$ cat src/rtl/tspc_pkg.sv
// Shared types, constants and key masking functions for the tuple space classifier.
`default_nettype none

package tspc_pkg;

    localparam int MAX_TUPLES_DEF    = 32;
    localparam int MAX_ENTRIES_DEF   = 256;
    localparam int PRIORITY_BITS_DEF = 16;

    localparam logic REQ_INSERT   = 1'b0;
    localparam logic REQ_CLASSIFY = 1'b1;

    typedef enum logic [2:0] {
        ST_HIT    = 3'd0,
        ST_MISS   = 3'd1,
        ST_NEW    = 3'd2,
        ST_MERGED = 3'd3,
        ST_FULL   = 3'd4
    } status_t;

    typedef struct packed {
        logic        req_type;
        logic [31:0] src_addr;
        logic [31:0] dst_addr;
        logic [15:0] src_port;
        logic [15:0] dst_port;
        logic [7:0]  protocol;
        logic [5:0]  src_prefix_len;
        logic [5:0]  dst_prefix_len;
        logic [4:0]  sport_prefix_len;
        logic [4:0]  dport_prefix_len;
        logic [3:0]  proto_prefix_len;
        logic [15:0] rule_priority;
    } req_t;

    typedef struct packed {
        status_t     status;
        logic [15:0] match_priority;
    } rsp_t;

    // Prefix lengths of one tuple.
    typedef struct packed {
        logic [5:0] src;
        logic [5:0] dst;
        logic [4:0] sport;
        logic [4:0] dport;
        logic [3:0] proto;
    } tuple_len_t;

    // Five header fields as one key.
    typedef struct packed {
        logic [31:0] src;
        logic [31:0] dst;
        logic [15:0] sport;
        logic [15:0] dport;
        logic [7:0]  proto;
    } key_t;

    // Commands from the controller to the datapath.
    typedef struct packed {
        logic load;
        logic tscan;
        logic escan;
        logic restart;
        logic finish;
    } cmd_t;

    // Status from the datapath to the controller.
    typedef struct packed {
        logic is_classify;
        logic scan_done;
        logic tfound;
        logic out_free;
    } sts_t;

    function automatic logic [5:0] sat_len(input logic [5:0] len, input logic [5:0] lim);
        return (len > lim) ? lim : len;
    endfunction

    function automatic tuple_len_t make_tuple(input req_t r);
        tuple_len_t t;
        t.src   = sat_len(r.src_prefix_len, 6'd32);
        t.dst   = sat_len(r.dst_prefix_len, 6'd32);
        t.sport = 5'(sat_len(6'(r.sport_prefix_len), 6'd16));
        t.dport = 5'(sat_len(6'(r.dport_prefix_len), 6'd16));
        t.proto = 4'(sat_len(6'(r.proto_prefix_len), 6'd8));
        return t;
    endfunction

    function automatic logic [31:0] mask32(input logic [5:0] len);
        logic [31:0] m;
        for (int i = 0; i < 32; i++) m[i] = ((7'(i) + 7'(len)) >= 7'd32);
        return m;
    endfunction

    function automatic logic [15:0] mask16(input logic [4:0] len);
        logic [15:0] m;
        for (int i = 0; i < 16; i++) m[i] = ((6'(i) + 6'(len)) >= 6'd16);
        return m;
    endfunction

    function automatic logic [7:0] mask8(input logic [3:0] len);
        logic [7:0] m;
        for (int i = 0; i < 8; i++) m[i] = ((5'(i) + 5'(len)) >= 5'd8);
        return m;
    endfunction

    function automatic key_t mask_key(input key_t k, input tuple_len_t t);
        key_t r;
        r.src   = k.src & mask32(t.src);
        r.dst   = k.dst & mask32(t.dst);
        r.sport = k.sport & mask16(t.sport);
        r.dport = k.dport & mask16(t.dport);
        r.proto = k.proto & mask8(t.proto);
        return r;
    endfunction

    function automatic key_t req_key(input req_t r);
        key_t k;
        k.src   = r.src_addr;
        k.dst   = r.dst_addr;
        k.sport = r.src_port;
        k.dport = r.dst_port;
        k.proto = r.protocol;
        return k;
    endfunction

endpackage

`default_nettype wire

$ cat src/rtl/tspc_ctrl.sv
// Controller state machine that sequences tuple and entry scans.
`default_nettype none

module tspc_ctrl (
    input  wire logic           clk,
    input  wire logic           rst_n,
    input  wire logic           req_valid,
    output logic                req_ready,
    input  wire tspc_pkg::sts_t sts,
    output tspc_pkg::cmd_t      cmd
);
    import tspc_pkg::*;

    typedef enum logic [3:0] {
        S_IDLE   = 4'b0001,
        S_TSCAN  = 4'b0010,
        S_ESCAN  = 4'b0100,
        S_FINISH = 4'b1000
    } state_t;

    state_t state_reg, state_next;

    // State register.
    always_ff @(posedge clk or negedge rst_n)
    begin
        if (!rst_n)
        begin
            state_reg <= S_IDLE;
        end
        else
        begin
            state_reg <= state_next;
        end
    end

    assign req_ready = (state_reg == S_IDLE);

    // Next state and command decode.
    always_comb
    begin
        state_next = state_reg;
        cmd        = '0;
        unique case (state_reg)
            S_IDLE:
            begin
                if (req_valid)
                begin
                    cmd.load   = 1'b1;
                    state_next = S_TSCAN;
                end
            end
            S_TSCAN:
            begin
                if (sts.is_classify)
                begin
                    state_next = S_ESCAN;
                end
                else
                begin
                    cmd.tscan = 1'b1;
                    if (sts.scan_done)
                    begin
                        if (sts.tfound)
                        begin
                            cmd.restart = 1'b1;
                            state_next  = S_ESCAN;
                        end
                        else
                        begin
                            state_next = S_FINISH;
                        end
                    end
                end
            end
            S_ESCAN:
            begin
                cmd.escan = 1'b1;
                if (sts.scan_done)
                begin
                    state_next = S_FINISH;
                end
            end
            S_FINISH:
            begin
                if (sts.out_free)
                begin
                    cmd.finish = 1'b1;
                    state_next = S_IDLE;
                end
            end
            default:
            begin
                state_next = S_IDLE;
            end
        endcase
    end

    a_state_onehot: assert property (@(posedge clk) disable iff (!rst_n)
        $onehot(state_reg))
        else $error("controller state is not one-hot");

    a_accept_leaves_idle: assert property (@(posedge clk) disable iff (!rst_n)
        (req_valid && req_ready) |=> (state_reg == S_TSCAN))
        else $error("accepted transfer did not start a scan");

    a_load_in_idle: assert property (@(posedge clk) disable iff (!rst_n)
        cmd.load |-> (state_reg == S_IDLE))
        else $error("request loaded outside the idle state");

endmodule

`default_nettype wire

$ cat config.mk
export PLATFORM = sky130hd
export DESIGN_NAME = tspc_ctrl
export DESIGN_NICKNAME = d
export VERILOG_FILES = /design/src/rtl/tspc_pkg.sv /design/src/rtl/tspc_ctrl.sv
export SDC_FILE = /design/constraint.sdc
export NUM_CORES = 1
export LEC_CHECK = 0
export BUFFER_PORTS_ARGS = -buffer_cell sky130_fd_sc_hd__buf_2
export CAP_MARGIN = 10
export CORE_AREA = 2 2 39 41
export DETAILED_ROUTE_END_ITERATION = 12
export DIE_AREA = 0 0 41 43
export GPL_ROUTABILITY_DRIVEN = 0
export PLACE_DENSITY = 0.58
export REMOVE_ABC_BUFFERS = 1
export SLEW_MARGIN = 20
export SYNTH_ARGS = -nofsm -noshare
export SYNTH_HDL_FRONTEND = slang
export SYNTH_SLANG_ARGS = --single-unit
$ cat constraint.sdc
create_clock -name clk -period 1.65 [get_ports clk]
set_input_delay 0.0825 -clock clk [delete_from_list [all_inputs] [get_ports clk]]
set_output_delay 0.0825 -clock clk [all_outputs]
set_load 0.1 [all_outputs]
==> results of run 1 <==
## final cells by class
class                      count  area [um2]  share of cell area (%)
clock buffer                   4        26.3                    4.23
tap                           16        20.0                    3.22
sequential                     4         103                    16.5
timing repair buffer          22         225                    36.2
multi-input combinational     27         248                    39.8
## path summary, 6_finish.rpt
| path | start | endpoint | depth (start not counted) |
|---|---|---|---|
| setup / recovery | state_reg[2] | cmd[1] | 4 |
| hold / removal | sts[1] | state_reg[2] | 3 |
| setup reg to reg | state_reg[2] | state_reg[2] | 4 |
| hold reg to reg | state_reg[3] | state_reg[1] | 2 |
| max in group asynchronous | rst_n | state_reg[0] | 2 |
| min in group asynchronous | rst_n | state_reg[3] | 2 |
## Yosys cell counts, types with 2 or more instances
library cell,count
dfrtp_1,3
nor2_1,3
a21oi_1,2
nor3b_1,2
## cell usage in the layout (no fill, tap or decap), types with 2 or more instances in the layout
| cell | count |
|---|---|
| nor3b_1 | 2 |
| buf_2 | 6 |
| buf_4 | 8 |
| clkbuf_4 | 3 |
| a21oi_1 | 2 |
| buf_12 | 6 |
| dfrtp_1 | 2 |
## critical path: stages, from the launching register on
cell     delay (ns)
dfrtp_2        0.46
or3_4          0.40
nor2_4         0.09
and3_4         0.19
buf_12         0.17
## cell families after synthesis
logic type      count (synthesis)
simple gates                   18
mux                             1
buf+inv                         2
flops                           4
compound gates                  8
## routing by layer
| metal | part of all wire [%] | GRT usage [%] | vias to the layer above |
|---|---|---|---|
| li1 | - | - | 176 |
| met1 | 41 | 13.7 | 162 |
| met2 | 51 | 16.3 | 14 |
| met3 | 6.2 | 3.66 | 2 |
| met4 | 2.0 | 10.0 | 0 |
| met5 | 0 | 0 | - |
## power breakdown
group | switching, mW | total, mW | internal, mW
clock network | 0.0484 | 0.140 | 0.0913
registers | 0.0304 | 0.168 | 0.137
logic | 0.446 | 0.785 | 0.339
total | 0.525 | 1.09 | 0.567
## timing repair
item                       4_1_cts  5_1_grt
hold endpoints to repair         4        0
setup endpoints to repair        3        5
gates resized for setup          5        3
pin swaps                        3        2
buffers inserted                 2        2
hold buffers                     1        0
==> results.py, run 1 <==
metrics = {
    "floorplan": {
        "dieWidth_um": 41,
        "num_io_pins": 13,
        "core-area_um2": 1380,
        "fp.dieH_um": 43,
        "initial_core_util_pct": 23.9,
        "die_area_um2": 1760,
        "rows": 14,
    },
    "layout": {
        "layout.cells.non_filler": 73,
        "finalCoreUtilization_pct": 44.9,
        "nets": 65,
        "n_antenna_cell": 0,
        "largest_reg_flops": 4,
        "fill_cells": 140,
        "synthToLayoutAreaGrowth_pct": 88.3,
        "fin_area_um2": 622,
        "drive_gt1_share_pct": 61.4,
    },
    "synth": {
        "syn_avg_cell_area_um2": 10.0,
        "synth_xor_area_share_pct": 0,
        "synth-simple-area-share_pct": 41.3,
        "synth_seq_cells": 4,
        "synth-async-reset-ratio_pct": 100,
        "synthCells": 33,
        "synth_fa_ha_area_share_pct": 0,
        "synth_compound_area_share_pct": 20.1,
        "synth.top_cell.area_share_pct": 22.7,
        "yosysTopAreaCell": "dfrtp_1",
        "yosys_warnings": 0,
        "synthFlopType": "dfrtp_1",
        "synthMuxAreaShare_pct": 3.03,
        "synthTopCellsByArea": "dfrtp_1 (23%), dfstp_2 (8.0%), o311ai_2 (4.9%), nor3b_1 (4.5%), nor4b_2 (4.5%)",
        "yosysSeqAreaShare_pct": 30.7,
        "synth_edf_count": 0,
        "netlist_area_um2": 330,
        "synth_top_family_by_area": "simple AND/OR/NAND/NOR gates",
        "synth.distinct_cells": 27,
    },
    "sta": {
        "slew_violations": 0,
        "tightestPinTransition_ns": 0.315,
        "tns_ns": 0,
        "finalSetupViolations": 0,
        "finalWorstSetupSlack_ns": 0.0107,
        "slew_headroom_pct": 78.7,
        "rsz0062_at_grt": "yes",
        "fmax_ghz": 0.610,
        "finalCritPeriodShare_pct": 99.4,
        "hold_violations": 0,
        "hold_slack_ns": 0.150,
        "fin_skew_ns": 0.00202,
        "finalCriticalPeriod_ns": 1.64,
    },
    "routing": {
        "drc": 0,
        "wl_per_cell_um": 11.5,
        "vias_per_cell": 4.85,
        "wirelength_um": 843,
        "drt-initial-drc-count": 11,
        "dr.pass1.iters": 4,
        "via_count": 354,
        "final_antenna_net_count": 0,
    },
    "pwr": {
        "leakagePower_nw": 0.265,
        "power.total_mw": 1.09,
        "vdd_drop_max_mv": 0.801,
        "p_per_area_nw_per_um2": 1760,
    },
    "critical_path": {
        "crit_fanout": 7,
        "worst-endpoint-required_ns": 1.57,
        "reg2reg_slack_ns": 0.10,
        "worstPathArrival_ns": 1.56,
        "endpoint_kind": "primary output",
        "worstSetupPathType": "reg -> out",
        "start_kind": "flip-flop",
    },
    "place": {
        "dp_cells": 64,
        "place_area_um2": 522,
        "numPortBuffers": 12,
        "hpwl_um": 621,
        "pre_cts_slack_ns": 0.123,
    },
    "clocking": {
        "clock-root-buffer": "clkbuf_4",
        "numCtsBuffers": 3,
        "cts_max_path_buffers": 2,
        "htreeDepth": 1,
        "clock_latency_ns": 0.24,
        "clock_sinks": 4,
        "cts_tree": "done",
        "clk_pin_slew_ns": 0.04,
    },
    "global_routing": {
        "grt_pass1_vias": 341,
        "grt_use_total_pct": 11.7,
        "antenna_found_initial": 0,
        "grt_overflow": 0,
        "grt_pass1_wl_um": 1350,
        "grt_max_degree": 13,
    },
    "outcome": {
        "status": "finished clean",
    },
    "run": {
        "maxCapViolations": 0,
    },
    "hold_path": {
        "holdCritPathClass": "in -> reg",
    },
}
Note: power is estimated with default switching activity, not from simulation.
==> run 2: changes to the inputs <==
==> constraint.sdc (replaced) <==
create_clock -name clk -period 1.65 [get_ports clk]
set_input_delay 0.2475 -clock clk [delete_from_list [all_inputs] [get_ports clk]]
set_output_delay 0.2475 -clock clk [all_outputs]
set_load 0.1 [all_outputs]
==> results.py, run 2 (synthesis gave the netlist of run 1 again) <==
metrics = {
    "sta": {
        "rsz0062_at_grt": "yes",
        "finalSetupViolations": 5,
        "finalWorstSetupSlack_ns": -0.182,
        "hold_slack_ns": 0.306,
        "fmax_ghz": 0.546,
        "slew_headroom_pct": 80.1,
        "tightestPinTransition_ns": 0.294,
        "hold_violations": 0,
        "slew_violations": 0,
        "finalCritPeriodShare_pct": 111,
        "fin_skew_ns": 0.00304,
        "finalCriticalPeriod_ns": 1.83,
    },
    "global_routing": {
        "grt_overflow": 0,
        "grt_max_degree": 12,
        "antenna_found_initial": 0,
        "grt_pass1_vias": 359,
        "grt_pass1_wl_um": 1430,
        "grt_use_total_pct": 12.9,
    },
    "floorplan": {
        "die_area_um2": 1760,
        "core-area_um2": 1380,
        "num_io_pins": 13,
        "rows": 14,
        "dieWidth_um": 41,
        "fp.dieH_um": 43,
        "initial_core_util_pct": 23.9,
    },
    "clocking": {
        "numCtsBuffers": 3,
        "clock-root-buffer": "clkbuf_4",
        "clock_sinks": 4,
        "htreeDepth": 1,
        "clock_latency_ns": 0.25,
        "cts_tree": "done",
        "cts_max_path_buffers": 2,
        "clk_pin_slew_ns": 0.04,
        "postCtsSetupBuffers": 0,
    },
    "critical_path": {
        "max_stage_delay_ns": 0.37,
        "worst-endpoint-required_ns": 1.40,
        "worstSetupPathType": "reg -> out",
        "reg2reg_slack_ns": 0.15,
        "worstPathArrival_ns": 1.58,
        "start_kind": "flip-flop",
        "crit_chain": "nand2b_4 > or3_4 > nor2_4 > and3_4 > buf_12",
        "crit_path_top_delay_cell": "dfstp_2",
        "crit_fanout": 2,
        "endpoint_kind": "primary output",
    },
    "place": {
        "numPortBuffers": 12,
        "hpwl_um": 586,
        "pre_cts_slack_ns": 0.0173,
    },
    "layout": {
        "drive_gt1_share_pct": 61.4,
        "final_cell_mix": "buf_4 (7), buf_2 (6), buf_12 (6)",
        "synthToLayoutAreaGrowth_pct": 95.8,
        "final_common_cell": "buf_4",
        "nets": 65,
        "n_antenna_cell": 0,
        "largest_reg_flops": 4,
    },
    "routing": {
        "final_antenna_net_count": 0,
        "wl_per_cell_um": 12.1,
        "drt-initial-drc-count": 4,
        "dr.pass1.iters": 4,
        "vias_per_cell": 4.79,
        "wirelength_um": 885,
        "drc": 0,
        "via_count": 350,
    },
    "outcome": {
        "violations": "setup timing",
        "status": "finished with violations",
    },
    "pwr": {
        "p_int_uw": 593,
        "share_comb_of_total_power_pct": 73.4,
        "p_clk_share_pct": 12.4,
        "p_sw_uw": 553,
        "leakagePower_nw": 0.270,
        "p_sw_share_pct": 48.2,
        "p_per_area_nw_per_um2": 1770,
        "seqPwrFrac_pct": 14.3,
        "vdd_drop_max_mv": 0.582,
    },
    "hold_path": {
        "holdCritPathClass": "in -> reg",
    },
    "run": {
        "maxCapViolations": 0,
    },
}
[run 2: changes by cell type in the layout (fill, tap and decap cells not counted)]
cell / delta
buf_6: +2
and2_1: -1
and2_4: +1
buf_4: -1
clkbuf_2: -1
dfrtp_1: +1
dfrtp_2: -1
nor2_2: -1
nor2_4: +1
nor4b_2: -1
nor4b_4: +1
[run 2: worst paths after layout]
path | cells after the start | startpoint | endpoint
setup / recovery | 5 | state_reg[0] | cmd[1]
hold / removal | 3 | sts[1] | state_reg[2]
setup reg to reg | 5 | state_reg[0] | state_reg[3]
hold reg to reg | 2 | state_reg[3] | state_reg[1]
max in group asynchronous | 2 | rst_n | state_reg[0]
min in group asynchronous | 2 | rst_n | state_reg[3]
[run 2: layout make-up]
type | instances | area [um2]
well taps | 16 | 20.0
repair buffers | 22 | 235
flip-flops and latches | 4 | 101
fillers | 133 | 737
clock buffers | 4 | 26.3
multi-input cells | 27 | 264
[run 2: timing repair]
action,4_1_cts,5_1_grt
hold buffers,1,0
gates resized for setup,12,0
cloned,0,0
pin swaps,2,3
endpoints found under the setup margin,6,6
endpoints found under the hold margin,4,0
[run 2: critical path, delay by kind of cell, from the launching register on]
family / cells / cell delay, ns
buffers and inverters: 1 / 0.17
and+or+nand+nor: 4 / 0.80
DFF: 1 / 0.37
[run 2: power by group through the flow]
stage,Combinational [mW],Clock [mW],Sequential (mW)
finish,0.840,0.142,0.163
global route,0.881,0.153,0.164
CTS,0.836,0.150,0.159
detailed placement,0.748,0,0.155
global placement,0.746,0,0.155
floorplan,0.392,0,0.183
[run 2: layer usage]
metal  global-route usage, %  vias up  part of all wire [%]
li1                        -      175                     -
met1                    13.7      162                    42
met2                    17.5       11                    51
met3                    8.38        2                   5.9
met4                    9.33        0                   1.6
met5                       0        -                     0
[run 2: stage by stage]
stage | area, um2 | cells | utilization, % | setup TNS (ns) | total power [mW]
finish | 647 | 73 | 46.7 | -0.506 | 1.15
global route | 647 | 73 | 46.7 | -0.786 | 1.20
CTS | 647 | 73 | 46.7 | -0.438 | 1.14
detailed placement | 552 | 68 | 39.9 | 0 | 0.902
global placement | 552 | 68 | 39.9 | 0 | 0.900
floorplan | 314 | 31 | - | -11.30 | 0.575
